$ cat config.mk
export PLATFORM = sky130hd
export DESIGN_NAME = mtcd_regs
export DESIGN_NICKNAME = d
export VERILOG_FILES = /design/src/mtcd_pkg.sv /design/src/mtcd_regs.sv
export SDC_FILE = /design/constraint.sdc
export NUM_CORES = 1
export LEC_CHECK = 0
export BUFFER_PORTS_ARGS = -buffer_cell sky130_fd_sc_hd__buf_2
export CORE_ASPECT_RATIO = 0.8
export CORE_MARGIN = 4
export CORE_UTILIZATION = 35
export CTS_BUF_LIST = sky130_fd_sc_hd__clkbuf_4 sky130_fd_sc_hd__clkbuf_8
export DETAILED_ROUTE_END_ITERATION = 7
export GPL_TIMING_DRIVEN = 1
export PLACE_DENSITY = 0.68
export SLEW_MARGIN = 25
export SYNTH_ARGS = -nofsm -noshare
export SYNTH_HDL_FRONTEND = slang
export SYNTH_SLANG_ARGS = --single-unit
$ cat constraint.sdc
create_clock -name i_clk -period 2.3 [get_ports i_clk]
set_input_delay 0.23 -clock i_clk [delete_from_list [all_inputs] [get_ports i_clk]]
set_output_delay 0.23 -clock i_clk [all_outputs]
set_load 0.005 [all_outputs]
$ cat src/mtcd_pkg.sv
`timescale 1ns / 1ps
// ----------------------------------------------------------------------------
// mtcd_pkg
// shared types, sizes and register codes of the multi-tap chorus delay unit
// ----------------------------------------------------------------------------
package mtcd_pkg;

    localparam int HISTORY_DEPTH = 8192;
    localparam int TAP_COUNT     = 6;

    localparam int SAMPLE_W   = 16;
    localparam int SPACING_W  = 11;
    localparam int NUM_GAINS  = 6;
    localparam int ADDR_W     = $clog2(HISTORY_DEPTH);
    localparam int GAIN_IDX_W = $clog2(NUM_GAINS);
    localparam int TAP_IDX_W  = (TAP_COUNT > 1) ? $clog2(TAP_COUNT) : 1;
    localparam int PROD_W     = 2 * SAMPLE_W;
    localparam int SHIFT_W    = PROD_W - 15;
    localparam int ACC_W      = SHIFT_W + $clog2(TAP_COUNT + 1);
    localparam int WIDE_W     = 17;
    localparam int CFG_IDX_W  = 3;

    localparam logic signed [ACC_W-1:0] SAMPLE_MAX = ACC_W'(32767);
    localparam logic signed [ACC_W-1:0] SAMPLE_MIN = -ACC_W'(32768);

    localparam logic [SPACING_W-1:0] SPACING_RESET = SPACING_W'(400);

    typedef enum logic [CFG_IDX_W-1:0] {
        REG_TAP_GAIN_ONE,
        REG_TAP_GAIN_TWO,
        REG_TAP_GAIN_THREE,
        REG_TAP_GAIN_FOUR,
        REG_TAP_GAIN_FIVE,
        REG_TAP_GAIN_SIX,
        REG_TAP_SPACING
    } t_reg_idx;

    typedef struct packed {
        logic [NUM_GAINS-1:0][SAMPLE_W-1:0] gain;
        logic [SPACING_W-1:0]               spacing;
    } t_cfg;

    function automatic logic [SAMPLE_W-1:0] gain_reset(input int idx);
        logic [SAMPLE_W-1:0] g;
        case (idx)
            0:       g = SAMPLE_W'(13107);
            1:       g = SAMPLE_W'(2327);
            2:       g = SAMPLE_W'(6914);
            3:       g = SAMPLE_W'(15008);
            4:       g = SAMPLE_W'(12976);
            5:       g = SAMPLE_W'(15696);
            default: g = '0;
        endcase
        return g;
    endfunction

    // taps past the register set have a fixed gain of zero
    function automatic logic signed [SAMPLE_W-1:0] tap_gain(
        input t_cfg                 c,
        input logic [TAP_IDX_W-1:0] tap
    );
        logic signed [SAMPLE_W-1:0] g;
        if (32'(tap) < NUM_GAINS) begin
            g = $signed(c.gain[GAIN_IDX_W'(tap)]);
        end else begin
            g = '0;
        end
        return g;
    endfunction

endpackage

$ cat src/mtcd_regs.sv
`timescale 1ns / 1ps
// ----------------------------------------------------------------------------
// mtcd_regs
// configuration register file: tap gains and tap spacing
// ----------------------------------------------------------------------------
module mtcd_regs (
    input  logic                           i_clk,
    input  logic                           i_rst_n,
    input  logic                           i_cfg_valid,
    output logic                           o_cfg_ready,
    input  logic [mtcd_pkg::CFG_IDX_W-1:0] i_cfg_index,
    input  logic [mtcd_pkg::SAMPLE_W-1:0]  i_cfg_data,
    output mtcd_pkg::t_cfg                 o_cfg
);
    import mtcd_pkg::*;

    t_cfg r_cfg;

    assign o_cfg_ready = 1'b1;
    assign o_cfg       = r_cfg;

    always_ff @(posedge i_clk) begin
        if (!i_rst_n) begin
            for (int k = 0; k < NUM_GAINS; k++) begin
                r_cfg.gain[k] <= gain_reset(k);
            end
            r_cfg.spacing <= SPACING_RESET;
        end else if (i_cfg_valid && o_cfg_ready) begin
            case (t_reg_idx'(i_cfg_index))
                REG_TAP_GAIN_ONE, REG_TAP_GAIN_TWO, REG_TAP_GAIN_THREE,
                REG_TAP_GAIN_FOUR, REG_TAP_GAIN_FIVE, REG_TAP_GAIN_SIX: begin
                    r_cfg.gain[GAIN_IDX_W'(i_cfg_index)] <= i_cfg_data;
                end
                REG_TAP_SPACING: begin
                    r_cfg.spacing <= i_cfg_data[SPACING_W-1:0];
                end
                default: begin
                    // unused index, word dropped
                end
            endcase
        end
    end

endmodule

==> flow_summary_export.csv <==
group,metric,value,unit
sta,setup_slack,1.06,ns
min_path,whs_path_depth,3,
clock_tree,cts_tree,"built",
worst_setup_path,critPathRequiredTime,2.60,ns
job,cap_violations,0,
floorplanning,chipWidth,130,um
placement,routabilityCongestion,0.771,
global_route,grt_pass1_vias,3108,
drt,ant_nets,0,
clock_tree,path_clk_slew,0.09,ns
worst_setup_path,cp-start-kind,"primary input",
sta,period_share,53.9,%
placement,place.detailed.instances,646,
clock_tree,clock-sinks,107,
yosys,yosysTopAreaCellShare,51.6,%
sta,finalSetupViolations,0,
placement,hpwlAfterDp,7.94,mm
clock_tree,clockRootBuffer,"clkbuf_8",
yosys,synthTopCellsByArea,"dfxtp_1 (52%), mux2i_1 (26%), nor2b_1 (8.1%)",
yosys,synth_area_leader_cell,"dfxtp_1",
sta,hold_ws,0.145,ns
layout,largest_reg_flops,107,
layout,syn_to_final_growth,23.1,%
floorplanning,num_rows,35,
placement,portBuffers,128,
sta,rsz0062_at_grt,"false",
floorplanning,initial_utilization,35.9,%
clock_tree,cts_setup_buffers,0,
global_route,grt_pass1_wl,16.9,mm
floorplanning,ios,130,
clock_tree,hold_buffers,0,
sta,fin_crit,1.24,ns
sta,hold_viol_final,0,
pwr,p_leak,2.58,nW
drt,routed_via_density,4.61,
layout,instances_no_fill,662,
pwr,p_total,3.38,mW
worst_setup_path,crit_path_end_kind,"flip-flop",
worst_setup_path,cp.arrival,1.54,ns
sta,tns,0,ns
worst_setup_path,worstSetupPathType,"in -> reg",
yosys,syn_nets,416,
min_path,hp-class,"in -> reg",
yosys,syn_area_per_cell,10.5,um^2
clock_tree,insertion_delay,0.36,ns
placement,post-place-ws,0.711,ns
global_route,grt.overflow.total,0,
sta,fmax,0.807,GHz
drt,drc_errors,0,
clock_tree,cts_buffers,9,
yosys,syn-instance-count,394,
layout,nets,531,
floorplanning,core_area,0.0116,mm^2
yosys,synth.distinct_cells,17,
layout,fin_area,0.00511,mm^2
clock_tree,cts_max_level,3,
pwr,ir_drop,0.379,mV
sta,max_slew_margin,58.5,%
placement,placed_area,0.00489,mm^2
drt,drtPass1Iterations,4,
clock_tree,clk_path_buf_depth,2,
run_status,status,"completed",
global_route,track_usage,16.0,%
layout,post-route-util,44.2,%
worst_setup_path,rr_worst_depth,2,
global_route,grt_max_degree,72,
yosys,synth_area,0.00415,mm^2
sta,worst_slew_pin_slew,0.622,ns
sta,final.setup_skew,0,ns
drt,wire_per_inst,16.5,um
pwr,cellPowerDensity,662,mW/mm^2
layout,n_fill_cell,1162,
yosys,seq_area_frac_synth,51.6,%
yosys,synth_warnings,0,
floorplanning,die_area,0.0137,mm^2
worst_setup_path,worstPathMaxFanout,71,
sta,drv_slew,0,
layout,diodes,0,
yosys,ys_ff_latch,107,
global_route,antenna_found_initial,0,
drt,drt_wl_total,10.9,mm
clock_tree,cts_resized,0,
floorplanning,die_h,105,um
layout,drive_above_1_share,30.2,%
drt,drt_iter0_drc,126,
drt,vias,3049,
-- layout make-up --
type                       instances  area, um^2  share of cell area (%)
clock buffer                      12         165                    3.23
clock inverter                     4        47.5                   0.931
multi-input combinational        255        1850                    36.3
sequential                       107        2140                    41.9
tap                              148         185                    3.63
timing repair buffer             136         716                    14.0
-- where the power goes --
group,switching [mW],internal [mW]
Sequential,0.0221,1.89
Combinational,0.149,0.112
Clock,0.614,0.589
Total,0.786,2.59
-- placed cells by master (no fill, tap or decap) --
cell	instances
buf_2	127
mux2i_1	107
dfxtp_1	107
nand2_1	82
nor2b_1	54
clkbuf_8	12
buf_4	8
nand4bb_1	3
nand4b_1	3
and4b_1	2
clkinv_2	2
and4bb_2	1
nor4bb_4	1
or4b_4	1
conb_1	1
bufinv_16	1
clkinvlp_4	1
buf_12	1
-- final timing paths --
| path | start | end | slack (ns) |
|---|---|---|---|
| max | i_rst_n | o_cfg[33] | 1.06 |
| min | i_cfg_data[12] | o_cfg[39] | 0.15 |
| max reg2reg | o_cfg[80] | o_cfg[80] | 1.62 |
| min reg2reg | o_cfg[74] | o_cfg[74] | 0.46 |
-- critical path, cell delays in order --
cell and delay, ns:
buf_4 0.48, buf_12 0.31, nand2_1 0.25, mux2i_1 0.20
-- logic make-up (layout without fill, tap and decap cells) --
family | after synthesis | after routing | synth area share, %
flip-flops | 107 | 107 | 51.6
other | 1 | 1 | 0.0904
AND/OR/NAND/NOR | 147 | 147 | 18.4
buffers and inverters | 32 | 152 | 4.13
multiplexers | 107 | 107 | 25.8
-- layer usage --
metal / track usage (%) / wire length, um / up-vias
met2: 24.9 / 4870 / 89
met5: 0 / 0 / -
met1: 20.8 / 5100 / 1419
met3: 5.47 / 774 / 16
li1: - / - / 1525
met4: 4.82 / 192 / 0
-- synthesized netlist by cell type --
master and instances:
nand4bb_1 3, dfxtp_1 107, buf_12 1, clkbuf_1 18
mux2i_1 107, buf_1 1, nor4bb_1 1, or4b_4 1
and4b_1 2, nand2_1 82, and4bb_2 1, buf_6 2
conb_1 1, nand4b_1 3, buf_2 7, nor2b_1 54
buf_4 3
No activity file was read; power rests on OpenSTA's default activity.
